## config.mk

```make
export PLATFORM = sky130hd
export DESIGN_NAME = sprite_quad_setup_top
export DESIGN_NICKNAME = d
export VERILOG_FILES = /design/src/hdl/sqs_pkg.sv /design/src/hdl/sqs_front.sv /design/src/hdl/sqs_queue.sv /design/src/hdl/sqs_back.sv /design/src/hdl/sprite_quad_setup_top.sv
export VERILOG_INCLUDE_DIRS = /design/src /design/src/hdl
export SDC_FILE = /design/constraint.sdc
export NUM_CORES = 2
export LEC_CHECK = 0
export ABC_AREA = 1
export ABC_CLOCK_PERIOD_IN_PS = 18250
export BUFFER_PORTS_ARGS = -buffer_cell sky130_fd_sc_hd__buf_2
export CAP_MARGIN = 25
export CORE_MARGIN = 4
export CORE_UTILIZATION = 30
export DETAILED_ROUTE_END_ITERATION = 10
export PLACE_DENSITY = 0.47
export SLEW_MARGIN = 10
export SYNTH_ARGS = -nofsm -noshare
export SYNTH_HDL_FRONTEND = slang
export SYNTH_SLANG_ARGS = --single-unit
```

## constraint.sdc

```tcl
create_clock -name clk -period 18.25 [get_ports clk]
set_clock_uncertainty 0.05 [all_clocks]
set_input_delay 1.825 -clock clk [delete_from_list [all_inputs] [get_ports clk]]
set_output_delay 1.825 -clock clk [all_outputs]
set_load 0.05 [all_outputs]
```

## src/hdl/sprite_quad_setup_top_macros.svh

```systemverilog
// assertion macros for the sprite quad setup block
// used by sprite_quad_setup_top; expects clk and rst in scope
`ifndef SPRITE_QUAD_SETUP_TOP_MACROS_SVH
`define SPRITE_QUAD_SETUP_TOP_MACROS_SVH
`ifndef NO_ASSERTIONS
`define SQS_ASSERT(lbl, expr, msg) \
  lbl: assert property (@(posedge clk) disable iff (rst) (expr)) else $error(msg);
`define SQS_ASSERT_NEXT(lbl, ante, cons, msg) \
  lbl: assert property (@(posedge clk) disable iff (rst) (ante) |=> (cons)) else $error(msg);
`else
`define SQS_ASSERT(lbl, expr, msg)
`define SQS_ASSERT_NEXT(lbl, ante, cons, msg)
`endif
`endif

```

## src/hdl/sqs_pkg.sv

```systemverilog
// shared types, constants and helpers for the sprite quad setup block
// no dependencies
package sqs_pkg;

  localparam int MAX_LAYERS     = 256;
  localparam int MAX_IMAGE_SIZE = 4096;
  localparam int LCNT_W = $clog2(MAX_LAYERS + 1);
  localparam int DIM_W  = $clog2(MAX_IMAGE_SIZE + 1);
  localparam int DEN2_W = DIM_W + 1;
  localparam int QDEPTH = 2;
  localparam int QPTR_W = $clog2(QDEPTH);
  localparam int QCNT_W = $clog2(QDEPTH + 1);

  localparam logic [1:0] ST_OK     = 2'd0;
  localparam logic [1:0] ST_NO_TEX = 2'd1;
  localparam logic [1:0] ST_FULL   = 2'd2;

  typedef struct packed {
    logic [1:0]  status;
    logic        new_layer;
    logic [7:0]  layer_index;
    logic [25:0] image_size;
    logic [25:0] rect_origin;
    logic [25:0] rect_end;
    logic [47:0] position;
    logic [31:0] scale;
    logic [47:0] rot_center;
    logic [31:0] rot_cossin;
    logic [31:0] color;
  } sqs_entry_t;

  // zero dimension reads as one, oversize clamps to the maximum
  function automatic logic [DIM_W-1:0] dim_fix(input logic [12:0] v);
    logic [DIM_W:0] d;
    d = (DIM_W + 1)'(v);
    if (d == '0) d = (DIM_W + 1)'(1);
    if (d > (DIM_W + 1)'(MAX_IMAGE_SIZE)) d = (DIM_W + 1)'(MAX_IMAGE_SIZE);
    return d[DIM_W-1:0];
  endfunction

  // vertex number to quad corner, triangles 0,1,2 and 0,2,3
  function automatic logic [1:0] corner_of(input logic [2:0] k);
    logic [1:0] c;
    case (k)
      3'd0: c = 2'd0;
      3'd1: c = 2'd1;
      3'd2: c = 2'd2;
      3'd3: c = 2'd0;
      3'd4: c = 2'd2;
      3'd5: c = 2'd3;
      default: c = 2'd0;
    endcase
    return c;
  endfunction

  function automatic logic signed [23:0] sat24(input logic signed [30:0] v);
    logic signed [23:0] r;
    if (v > 31'sd8388607) r = 24'sh7FFFFF;
    else if (v < -31'sd8388608) r = 24'sh800000;
    else r = v[23:0];
    return r;
  endfunction

endpackage

```

## src/hdl/sqs_front.sv

```systemverilog
// front end: accepts sprites, tracks texture layers, classifies errors
// depends on sqs_pkg
module sqs_front import sqs_pkg::*; (
  input  logic        clk,
  input  logic        rst,
  input  logic        in_valid,
  output logic        in_stall,
  input  logic        clear_first,
  input  logic [31:0] texture_id,
  input  logic [25:0] image_size,
  input  logic [25:0] rect_origin,
  input  logic [25:0] rect_end,
  input  logic [47:0] position,
  input  logic [31:0] scale,
  input  logic [47:0] rot_center,
  input  logic [31:0] rot_cossin,
  input  logic [31:0] color_in,
  output logic        q_wr,
  output sqs_entry_t  q_data,
  input  logic        q_full
);

  logic [31:0]       last_texture, last_texture_next, last_eff;
  logic [LCNT_W-1:0] layer_count, layer_count_next, cnt_eff;
  logic [1:0]        stat;
  logic              nl;

  assign in_stall = q_full;
  assign q_wr     = in_valid && !q_full;

  always_comb begin
    cnt_eff = clear_first ? '0 : layer_count;
    last_eff = clear_first ? '0 : last_texture;
    layer_count_next = cnt_eff;
    last_texture_next = last_eff;
    stat = ST_OK;
    nl = 1'b0;
    if (texture_id == '0) begin
      stat = ST_NO_TEX;
    end else if (cnt_eff == '0 || texture_id != last_eff) begin
      if (cnt_eff >= LCNT_W'(MAX_LAYERS)) begin
        stat = ST_FULL;
      end else begin
        layer_count_next = cnt_eff + LCNT_W'(1);
        last_texture_next = texture_id;
        nl = 1'b1;
      end
    end
  end

  always_comb begin
    q_data.status      = stat;
    q_data.new_layer   = (stat == ST_OK) ? nl : 1'b0;
    q_data.layer_index = (stat == ST_OK) ? 8'(layer_count_next - LCNT_W'(1)) : 8'd0;
    q_data.image_size  = image_size;
    q_data.rect_origin = rect_origin;
    q_data.rect_end    = rect_end;
    q_data.position    = position;
    q_data.scale       = scale;
    q_data.rot_center  = rot_center;
    q_data.rot_cossin  = rot_cossin;
    q_data.color       = color_in;
  end

  always_ff @(posedge clk) begin
    if (rst) begin
      layer_count <= '0;
      last_texture <= '0;
    end else if (q_wr) begin
      layer_count <= layer_count_next;
      last_texture <= last_texture_next;
    end
  end

endmodule

```

## src/hdl/sqs_queue.sv

```systemverilog
// short queue between front and back ends
// depends on sqs_pkg
module sqs_queue import sqs_pkg::*; (
  input  logic       clk,
  input  logic       rst,
  input  logic       wr_en,
  input  sqs_entry_t wr_data,
  output logic       full,
  input  logic       rd_en,
  output sqs_entry_t rd_data,
  output logic       empty
);

  sqs_entry_t        mem [QDEPTH];
  logic [QPTR_W-1:0] wr_ptr, rd_ptr;
  logic [QCNT_W-1:0] count;

  assign full    = (count == QCNT_W'(QDEPTH));
  assign empty   = (count == '0);
  assign rd_data = mem[rd_ptr];

  always_ff @(posedge clk) begin
    if (wr_en) mem[wr_ptr] <= wr_data;
  end

  always_ff @(posedge clk) begin
    if (rst) begin
      wr_ptr <= '0;
      rd_ptr <= '0;
      count  <= '0;
    end else begin
      if (wr_en) wr_ptr <= (wr_ptr == QPTR_W'(QDEPTH - 1)) ? '0 : wr_ptr + QPTR_W'(1);
      if (rd_en) rd_ptr <= (rd_ptr == QPTR_W'(QDEPTH - 1)) ? '0 : rd_ptr + QPTR_W'(1);
      if (wr_en && !rd_en) count <= count + QCNT_W'(1);
      else if (rd_en && !wr_en) count <= count - QCNT_W'(1);
    end
  end

endmodule

```

## src/hdl/sqs_back.sv

```systemverilog
// back end: texture coordinate divider, corner rotation on one multiplier,
// six-vertex emission; depends on sqs_pkg
module sqs_back import sqs_pkg::*; (
  input  logic              clk,
  input  logic              rst,
  input  sqs_entry_t        q_data,
  input  logic              q_empty,
  output logic              q_rd,
  output logic              out_valid,
  input  logic              out_stall,
  output logic signed [23:0] vert_x,
  output logic signed [23:0] vert_y,
  output logic signed [17:0] tex_s,
  output logic signed [17:0] tex_t,
  output logic [31:0]       color_out,
  output logic [7:0]        layer_index,
  output logic              new_layer,
  output logic [1:0]        status,
  output logic              last
);

  typedef enum logic [1:0] {S_IDLE, S_CALC, S_EMIT} st_t;
  typedef enum logic [2:0] {G_WX, G_HY, G_HYW, G_CORNER, G_DONE} gst_t;

  localparam logic [5:0] DC_FIN  = 6'd32;
  localparam logic [5:0] DC_LOAD = 6'd33;

  st_t  st;
  gst_t gst;

  logic [1:0]  stat;
  logic        nl;
  logic [7:0]  lidx;
  logic [31:0] color;
  logic [DIM_W-1:0] iw, ih;
  logic signed [14:0] w, h;
  logic signed [14:0] num [4];
  logic signed [23:0] px, py, cx, cy;
  logic signed [15:0] sx, sy, cs, sn;
  logic signed [24:0] wx, hy;
  logic signed [26:0] dx, dy;
  logic signed [42:0] p, acc;
  logic signed [23:0] vx [4];
  logic signed [23:0] vy [4];
  logic signed [17:0] tc [4];
  logic [2:0] gk, k;
  logic [1:0] gci;

  logic [1:0]  div_idx;
  logic [5:0]  dcnt;
  logic [31:0] dq;
  logic [DEN2_W-1:0] drem;
  logic        div_neg, div_done;

  // setup from queue head
  logic [DIM_W-1:0] iw_n, ih_n;
  logic signed [14:0] left_n, top_n, wr_n, hr_n, w_n, h_n;

  always_comb begin
    iw_n = dim_fix(q_data.image_size[25:13]);
    ih_n = dim_fix(q_data.image_size[12:0]);
    left_n = $signed({2'b00, q_data.rect_origin[25:13]});
    top_n  = $signed({2'b00, q_data.rect_origin[12:0]});
    wr_n = $signed({2'b00, q_data.rect_end[25:13]}) - left_n;
    hr_n = $signed({2'b00, q_data.rect_end[12:0]}) - top_n;
    w_n = (wr_n > $signed(15'(iw_n))) ? $signed(15'(iw_n)) : wr_n;
    h_n = (hr_n > $signed(15'(ih_n))) ? $signed(15'(ih_n)) : hr_n;
  end

  // divider datapath
  logic [DIM_W-1:0]  den;
  logic [DEN2_W-1:0] den2;
  logic signed [32:0] nn;
  logic              nn_neg;
  logic [31:0]       mag;
  logic [DEN2_W:0]   rsh;
  logic              ge;
  logic [32:0]       qa;
  logic signed [17:0] qsat;

  always_comb begin
    den = div_idx[1] ? ih : iw;
    den2 = {den, 1'b0};
    nn = $signed({num[div_idx][14], num[div_idx], 17'b0}) + $signed(33'(den));
    nn_neg = nn[32];
    mag = nn_neg ? 32'(-nn) : nn[31:0];
    rsh = {drem, dq[31]};
    ge = (rsh >= {1'b0, den2});
    qa = {1'b0, dq} + 33'(drem != '0);
    if (!div_neg) begin
      qsat = (dq > 32'd131071) ? 18'sh1FFFF : $signed(dq[17:0]);
    end else begin
      qsat = (qa > 33'd131072) ? 18'sh20000 : $signed(18'(~qa[17:0] + 18'd1));
    end
  end

  // corner positions and shared multiplier
  logic signed [25:0] cxn, cyn;
  logic signed [26:0] mul_a;
  logic signed [15:0] mul_b;
  logic signed [42:0] p_rnd6;
  logic signed [43:0] rsum;
  logic signed [30:0] rot;

  always_comb begin
    if (gci == 2'd1 || gci == 2'd2) cxn = (sx >= 0) ? 26'(px) + 26'(wx) : 26'(px);
    else cxn = (sx >= 0) ? 26'(px) : 26'(px) - 26'(wx);
    if (gci == 2'd2 || gci == 2'd3) cyn = (sy >= 0) ? 26'(py) + 26'(hy) : 26'(py);
    else cyn = (sy >= 0) ? 26'(py) : 26'(py) - 26'(hy);
    mul_a = 27'(w);
    mul_b = sx;
    case (gst)
      G_WX: begin
        mul_a = 27'(w);
        mul_b = sx;
      end
      G_HY: begin
        mul_a = 27'(h);
        mul_b = sy;
      end
      G_CORNER: begin
        case (gk)
          3'd1: begin mul_a = dx; mul_b = cs; end
          3'd2: begin mul_a = dy; mul_b = sn; end
          3'd3: begin mul_a = dy; mul_b = cs; end
          3'd4: begin mul_a = dx; mul_b = sn; end
          default: begin mul_a = dx; mul_b = cs; end
        endcase
      end
      default: begin
        mul_a = 27'(w);
        mul_b = sx;
      end
    endcase
    p_rnd6 = p + 43'sd32;
    rsum = (gk == 3'd3) ? 44'(acc) + 44'(p) : 44'(acc) - 44'(p);
    rsum = rsum + 44'sd8192;
    rot = (gk == 3'd3) ? 31'(cx) + 31'($signed(rsum[43:14])) :
                         31'(cy) + 31'($signed(rsum[43:14]));
  end

  assign q_rd = (st == S_IDLE) && !q_empty;

  always_ff @(posedge clk) begin
    if (rst) begin
      st <= S_IDLE;
      gst <= G_DONE;
      div_done <= 1'b0;
      div_idx <= '0;
      dcnt <= DC_LOAD;
      k <= '0;
      gk <= '0;
      gci <= '0;
    end else begin
      case (st)
        S_IDLE: begin
          if (!q_empty) begin
            stat <= q_data.status;
            nl <= q_data.new_layer;
            lidx <= q_data.layer_index;
            color <= q_data.color;
            iw <= iw_n;
            ih <= ih_n;
            w <= w_n;
            h <= h_n;
            num[0] <= left_n;
            num[1] <= left_n + w_n;
            num[2] <= $signed(15'(ih_n)) - top_n;
            num[3] <= $signed(15'(ih_n)) - top_n - h_n;
            px <= q_data.position[47:24];
            py <= q_data.position[23:0];
            sx <= q_data.scale[31:16];
            sy <= q_data.scale[15:0];
            cx <= q_data.rot_center[47:24];
            cy <= q_data.rot_center[23:0];
            cs <= q_data.rot_cossin[31:16];
            sn <= q_data.rot_cossin[15:0];
            k <= '0;
            div_idx <= '0;
            dcnt <= DC_LOAD;
            div_done <= 1'b0;
            gst <= G_WX;
            gk <= '0;
            gci <= '0;
            st <= (q_data.status != ST_OK) ? S_EMIT : S_CALC;
          end
        end
        S_CALC: begin
          // texture coordinate divider, one quotient bit per cycle
          if (!div_done) begin
            if (dcnt == DC_LOAD) begin
              dq <= mag;
              drem <= '0;
              div_neg <= nn_neg;
              dcnt <= '0;
            end else if (dcnt == DC_FIN) begin
              tc[div_idx] <= qsat;
              if (div_idx == 2'd3) begin
                div_done <= 1'b1;
              end else begin
                div_idx <= div_idx + 2'd1;
                dcnt <= DC_LOAD;
              end
            end else begin
              dq <= {dq[30:0], ge};
              drem <= ge ? DEN2_W'(rsh - {1'b0, den2}) : rsh[DEN2_W-1:0];
              dcnt <= dcnt + 6'd1;
            end
          end
          // geometry sequencer
          case (gst)
            G_WX: begin
              p <= mul_a * mul_b;
              gst <= G_HY;
            end
            G_HY: begin
              p <= mul_a * mul_b;
              wx <= p_rnd6[30:6];
              gst <= G_HYW;
            end
            G_HYW: begin
              hy <= p_rnd6[30:6];
              gst <= G_CORNER;
            end
            G_CORNER: begin
              case (gk)
                3'd0: begin
                  dx <= 27'(cxn) - 27'(cx);
                  dy <= 27'(cyn) - 27'(cy);
                end
                3'd1: p <= mul_a * mul_b;
                3'd2: begin
                  acc <= p;
                  p <= mul_a * mul_b;
                end
                3'd3: begin
                  vx[gci] <= sat24(rot);
                  p <= mul_a * mul_b;
                end
                3'd4: begin
                  acc <= p;
                  p <= mul_a * mul_b;
                end
                default: vy[gci] <= sat24(rot);
              endcase
              if (gk == 3'd5) begin
                gk <= '0;
                gci <= gci + 2'd1;
                if (gci == 2'd3) gst <= G_DONE;
              end else begin
                gk <= gk + 3'd1;
              end
            end
            default: ;
          endcase
          if (div_done && gst == G_DONE) begin
            st <= S_EMIT;
          end
        end
        S_EMIT: begin
          if (!out_stall) begin
            if (last) st <= S_IDLE;
            else k <= k + 3'd1;
          end
        end
        default: st <= S_IDLE;
      endcase
    end
  end

  // output fields come from held registers, stable while stalled
  logic [1:0] c;
  logic       err;

  always_comb begin
    c = corner_of(k);
    err = (stat != ST_OK);
    out_valid = (st == S_EMIT);
    status = stat;
    last = err || (k == 3'd5);
    vert_x = err ? '0 : vx[c];
    vert_y = err ? '0 : vy[c];
    tex_s = err ? '0 : ((c == 2'd0 || c == 2'd3) ? tc[0] : tc[1]);
    tex_t = err ? '0 : ((c == 2'd0 || c == 2'd1) ? tc[2] : tc[3]);
    color_out = err ? '0 : color;
    layer_index = err ? '0 : lidx;
    new_layer = err ? 1'b0 : nl;
  end

endmodule

```

## src/hdl/sprite_quad_setup_top.sv

```systemverilog
// top level of the sprite quad setup block
// depends on sqs_pkg, sqs_front, sqs_queue, sqs_back and the macros header
//
//  channel | direction | handshake           | payload
//  in      | into      | in_valid / in_stall | one sprite description
//  out     | out of    | out_valid/out_stall | one vertex, or one error result
//
// in the back end a sprite is first taken from the queue, then four texture divisions run
// on one shared bit-serial divider while the corner rotation runs beside them on one
// multiplier; six vertex transfers then follow, one per cycle while out_stall is low.
// an error sprite is taken from the queue and goes straight to its single transfer.
// reset (rst, synchronous) empties the queue and clears layer count and last texture.
// the front keeps taking sprites into a two-entry queue while the back works
// or its output is stalled; in_stall rises only when the queue is full.
`include "sprite_quad_setup_top_macros.svh"
module sprite_quad_setup_top import sqs_pkg::*; (
  input  logic              clk,
  input  logic              rst,
  input  logic              in_valid,
  output logic              in_stall,
  input  logic              clear_first,
  input  logic [31:0]       texture_id,
  input  logic [25:0]       image_size,
  input  logic [25:0]       rect_origin,
  input  logic [25:0]       rect_end,
  input  logic [47:0]       position,
  input  logic [31:0]       scale,
  input  logic [47:0]       rot_center,
  input  logic [31:0]       rot_cossin,
  input  logic [31:0]       color_in,
  output logic              out_valid,
  input  logic              out_stall,
  output logic signed [23:0] vert_x,
  output logic signed [23:0] vert_y,
  output logic signed [17:0] tex_s,
  output logic signed [17:0] tex_t,
  output logic [31:0]       color_out,
  output logic [7:0]        layer_index,
  output logic              new_layer,
  output logic [1:0]        status,
  output logic              last
);

  // queue between front and back
  sqs_entry_t wr_data, rd_data;
  logic       q_wr, q_rd, q_full, q_empty;

  // front: layer tracking and error classification
  sqs_front u_front (
    .clk, .rst, .in_valid, .in_stall, .clear_first, .texture_id, .image_size,
    .rect_origin, .rect_end, .position, .scale, .rot_center, .rot_cossin,
    .color_in, .q_wr, .q_data(wr_data), .q_full
  );

  sqs_queue u_queue (
    .clk, .rst, .wr_en(q_wr), .wr_data, .full(q_full),
    .rd_en(q_rd), .rd_data, .empty(q_empty)
  );

  // back: divider, rotation, vertex emission
  sqs_back u_back (
    .clk, .rst, .q_data(rd_data), .q_empty, .q_rd, .out_valid, .out_stall,
    .vert_x, .vert_y, .tex_s, .tex_t, .color_out, .layer_index, .new_layer,
    .status, .last
  );

  // an error result stands alone and carries no layer
  `SQS_ASSERT(a_err_single, !out_valid || status == ST_OK || (last && !new_layer && layer_index == 8'd0), "error result must be single and empty")
  // queue never reads empty nor writes full
  `SQS_ASSERT(a_queue_ok, !(q_rd && q_empty) && !(q_wr && q_full), "queue overrun or underrun")
  // a last transfer frees the back end, so the next cycle shows no result
  `SQS_ASSERT_NEXT(a_gap_after_last, out_valid && !out_stall && last, !out_valid, "result right after last transfer")

endmodule
```

# After elaboration in Yosys (flattened, before gate mapping)
# Memory sizes are Yosys's and may differ from the RTL's. A register that Yosys moved wholly into a read port is not among the register bits.
# Index checks and enable logic that the tools add are counted.
[totals]
register_bits = 563
ram_bits = 886
input_bits = 307
out_inout_bits = 130
word_cells = 322
n_memories = 5
[classes]
n_addsub = 33
multipliers = 1
order_cmp = 12
eq_ne = 42
n_mux = 133
bitwise_logic = 4
n_reduce_logical = 54
[memory_table]
columns = ["name", "words", "word_bits", "rd", "rd_ports_with_merged_regs", "write_ports", "line", "source"]
rows = [
  ["u_queue.mem", 2, 281, 1, 1, 1, "sqs_queue.sv:14", "sqs_entry_t mem [QDEPTH];"],
  ["u_back.vx", 4, 24, 1, 0, 1, "sqs_back.sv:43", "logic signed [23:0] vx [4];"],
  ["u_back.vy", 4, 24, 1, 0, 1, "sqs_back.sv:44", "logic signed [23:0] vy [4];"],
  ["u_back.tc", 4, 18, 4, 0, 1, "sqs_back.sv:45", "logic signed [17:0] tc [4];"],
  ["u_back.num", 4, 15, 1, 1, 4, "sqs_back.sv:37", "logic signed [14:0] num [4];"],
]
[ops]
columns = ["operator", "n"]
rows = [
  ["$mux W24", 12],
  ["$mux W32", 8],
  ["$mux W26", 6],
  ["$mux W18", 7],
  ["$pmux W43 S2", 1],
  ["$mux W13", 5],
  ["$add A24 B30 Y31", 2],
  ["$pmux W27 S2", 1],
  ["$sub A26 B24 Y27", 2],
  ["$add A24 B25 Y26", 2],
  ["$sub A24 B25 Y26", 2],
  ["$add A43 B43 Y44", 1],
  ["$add A44 B15 Y44 const B", 1],
  ["$mux W44", 1],
  ["$sub A43 B43 Y44", 1],
  ["$mul A27 B16 Y43", 1],
  ["$mux W43", 1],
  ["$sub A13 B13 Y14", 3],
  ["$mux W2", 19],
  ["$mux W1", 36],
  ["$mux W9", 4],
  ["$reduce_and A4 Y1", 9],
  ["$add A32 B1 Y33", 1],
  ["$add A32 B14 Y33", 1],
  ["other kinds (68)", 152],
]

# Longest topological paths before layout
[depth]
word_depth = 12
mapped_depth = 52

# Hierarchy
# From an unflattened synthesis, not the netlist that was laid out.
[unflattened]
hier_cells = 10310
hier_area_um2 = 96777.8
[modules_own_cells]
columns = ["module", "instances", "cells_each", "area_per_inst_um2", "seq_area_each_um2"]
rows = [
  ["sqs_back", 1, 8580, 70640.2, 24953.9],
  ["sqs_queue", 1, 907, 20850.0, 16976.3],
  ["sqs_front", 1, 823, 5287.6, 820.8],
]

# Worst setup path after synthesis
# OpenSTA, ideal clock, no wires.
[synth_path]
path_type = "input to register"
from = "input port in_valid"
to = "memory u_queue.mem[1][0] (netlist name), enable pin"
arrival_ns = 13.872
setup_slack_ns = 3.397
stages = 3
cell_sequence = "o21ai_1 -> clkbuf_1 -> nor2_1"
[synth_between]
elab_chain_cells = 3
[synth_rtl]
columns = ["item", "line", "source"]
rows = [
  ["start, declared", "sprite_quad_setup_top.sv:19", "input logic in_valid,"],
  ["$logic_and A1 B1 Y1", "sqs_front.sv:29", "assign q_wr = in_valid && !q_full;"],
  ["$mux W1", "sqs_queue.sv:23", "if (wr_en) mem[wr_ptr] <= wr_data;"],
  ["$mux W1 (not written as such)", "sqs_queue.sv:23", ""],
  ["end, declared", "sqs_queue.sv:14", ""],
]
# No other way between the ends.

# Final worst setup path
[layout_path]
from = "register u_back.gst[0]"
to = "register u_back.p[30] (data pin)"
[layout_between]
elab_chain_cells = 5
[layout_rtl]
columns = ["item", "line", "source"]
rows = [
  ["start, declared", "sqs_back.sv:29", "gst_t gst;"],
  ["start signal, assigned", "sqs_back.sv:147", "gst <= G_DONE;"],
  ["start signal, assigned", "sqs_back.sv:182", "gst <= G_WX;"],
  ["start signal, assigned", "sqs_back.sv:214", "gst <= G_HY;"],
  ["$eq A3 B2 Y1 / $eq A3 B1 Y1 (equally long branches)", "sqs_back.sv:112, sqs_back.sv:211", ""],
  ["$pmux W27 S2 / $pmux W16 S2 (equally long branches)", "sqs_back.sv:112", "case (gst)"],
  ["$mul A27 B16 Y43", "n/a", ""],
  ["$mux W43", "n/a", ""],
  ["$pmux W43 S2 (*)", "sqs_back.sv:211", "case (gst)"],
  ["end signal, assigned", "sqs_back.sv:213", "p <= mul_a * mul_b;"],
  ["end signal, assigned", "sqs_back.sv:217", "p <= mul_a * mul_b;"],
  ["end signal, assigned", "sqs_back.sv:231", "3'd1: p <= mul_a * mul_b;"],
  ["end, declared", "sqs_back.sv:42", "logic signed [42:0] p, acc;"],
]
# Mark *: on every way between the ends. The rest lies on a longest branch, timed or not. The select of a mux whose other input is x is not followed.
# A chain may end at the register's enable or synchronous reset.

==> impl_metrics.toml <==
[yosys]
synth_warnings = 0
synth-edff-count = 1377
async_flop_share_pct = 0
syn_avg_cell_area_um2 = 8.90
synth_nets = 11765
syn_area_um2 = 94100
synth.top_cell.area_share_pct = 44.0
synth_flop_cell = "edfxtp_1"
synth_area_leaders = "edfxtp_1, nand2_1, fa_1, ha_1, inv_1"
yosysSeqAreaShare_pct = 45.4
synth_cell_types = 64
synth_most_common_cell = "nand2_1"
synth_top_cell_by_area = "edfxtp_1"
synthCells = 10567
ys_ff_latch = 1447
synthTopCellsByCount = "nand2_1, inv_1, edfxtp_1, nor2_1, o21ai_0"

[worst_hold_path]
hold_path_class = "register to register"

[final_layout]
drive_above_1_share_pct = 8.55
n_fill_cell = 32261
utilization_pct = 34.2
postLayoutCellArea_um2 = 107000
nets = 12148
multi_input_area_um2 = 44500
syn_to_final_growth_pct = 13.6
seq_area_um2 = 42800

[critical_path]
worstPathArrival_ps = 9920
crit_required_ps = 18740
cp-end-kind = "register"
worstSetupPathType = "register to register"
crit_path_max_fanout = 25
start_kind = "register"

[floorplan]
initial_core_util_pct = 30.1
fp.dieW_um = 568
num_rows = 205
core_um2 = 312000
ioPinCount = 437
dieArea_um2 = 323000
die_y_um = 568

[sta]
setup_viol = 0
clock.fmax_ghz = 0.106
worst_slack_ps = 8820
relSlewSlack_pct = 20.0
period_needed_ps = 9430
worst_slew_pin_slew_ps = 1200
setup_tns_ps = 0
rsz0062_at_grt = "false"
slew_violations = 0
fin_crit_sh_pct = 51.7
hold_viol_final = 0

[placement]
dpl.hpwl_um = 258000
dp_slack_ps = 8880
dpl_cell_area_um2 = 101000
port_buffers = 436
gp_congestion = 0.939

[drt]
route.detailed.drc = 0
detail_route.wl_per_cell_um = 21.8
wl_um = 333000
drt_pass1_iterations = 6
num_vias = 73764
drt_first_iter_violations = 5852
ant_nets = 0
avgViaCountPerCell = 4.83

[global_route]
grt_overflow = 0
top_usage_layer = "met2"
antenna_found_initial = 111
use_met2_pct = 31.4
grt_pass1_wl_um = 488000
grt_util_met1_pct = 28.4
grt.total_usage_pct = 20.1
first_global_vias = 72940
grt_max_degree = 146
grt_util_met3_pct = 4.04

[clock_tree]
cts_sinks = 1447
clk_latency_ps = 860
cts_buffers = 174
cts_buffer_depth = 4
cts_resized = 0
ctsHtreeMaxLevel = 4
clkTransAtPathRegs_ps = 60
root_buffer = "clkbuf_16"
cts_setup_buffers = 0
postCtsHoldBufs = 0
cts_tree = "yes"

[run_status]
status = "completed"

[job]
drv_cap = 0
-- layout make-up --
type / count / share of cell area, %
clock buffers: 212 / 4.30
flip-flops and latches: 1447 / 40.0
inverters: 1544 / 5.43
well taps: 4140 / 4.85
repair buffers: 520 / 2.75
clock inverters: 105 / 0.925
multi-input cells: 7263 / 41.6
diodes: 49 / 0.115
-- final timing paths --
path / from / endpoint / slack, ps / cells past startpoint
min reg2reg: u_queue.rd_ptr$_SDFFE_PP0P_ / register / 400 / 1
min: u_queue.rd_ptr$_SDFFE_PP0P_ / register / 400 / 1
max reg2reg: u_back.gst[0]$_SDFFE_PP0P_ / u_back.p[30]$_DFFE_PP_ / 8820 / 27
max: u_back.gst[0]$_SDFFE_PP0P_ / u_back.p[30]$_DFFE_PP_ / 8820 / 27
-- routing by layer --
| layer | vias to the layer above | routed length, µm |
|---|---|---|
| met5 | - | 506 |
| met4 | 76 | 8860 |
| met3 | 442 | 21600 |
| met2 | 2046 | 146000 |
| met1 | 35814 | 155000 |
| li1 | 35386 | - |
-- worst max-delay path: stages (launching register included) --
cell and delay [ps]:
dfxtp_1 360, inv_1 90, nor2_2 100, inv_1 160, nor2_4 550, buf_4 420
nand3_1 130, nand2_1 600, clkinv_1 970, nand2_1 330, fa_1 450, inv_1 90
fa_1 450, fa_1 500, fa_1 490, inv_1 50, fa_1 530, inv_1 50
fa_1 420, ha_1 410, a21oi_1 180, inv_1 100, a31oi_1 150, a21boi_0 440
o21ai_0 350, a21oi_1 370, o21bai_1 120, xor2_1 150
-- cell usage in the layout (no fill, tap or decap), drive strengths merged, types with 36 or more instances in the layout --
master and instances:
diode 49, nand4 109, buf 520, a31oi 100, clkbuf 212, nand3 349
xnor2 89, nand2 2965, nor2 902, o21bai 36, nor4 43, dfxtp 70
or2 50, ha 462, o21ai 571, nor3 94, edfxtp 1377, clkinv 82
inv 1541, xor2 274, a21oi 532, fa 429
-- kinds of logic (layout without fill, tap and decap cells) --
group	count (synthesis)	count (layout)	share of synthesized area (%)
AND/OR/NAND/NOR	4537	4537	19.6
buffers and inverters	1857	2381	7.53
AO/OA/AOI/OAI	1453	1453	8.59
flip-flops	1447	1447	45.4
adder cells (fa/ha/maj)	891	891	15.3
XOR/XNOR	363	363	3.40
multiplexers	19	19	0.203
other	0	49	0
-- state kept, by name (all words and copies together), names as in the netlist, 24 cells and up, named ones only --
name	count
u_back.dx	27
u_back.hy	25
u_back.dy	27
u_back.color	32
u_back.cy	24
u_back.wx	25
u_back.p	43
u_back.dq	32
u_back.vy	96
u_back.num	57
u_queue.mem	562
u_back.cx	24
u_back.px	24
u_back.acc	43
u_back.py	24
u_front.last_texture	32
u_back.vx	96
u_back.tc	72
-- stage by stage --
| step | instances | hold slack, ps |
|---|---|---|
| 2_1_floorplan | 10567 | 371 |
| 3_3_place_gp | 14908 | 383 |
| 3_5_place_dp | 14910 | 392 |
| 4_1_cts | 15227 | 400 |
| 5_1_grt | 15236 | 425 |
| 6_report | 15280 | 401 |
Power is left out: the tool's default activity adds up to more than one toggle a clock period on the data nets, which glitch-free logic cannot reach.
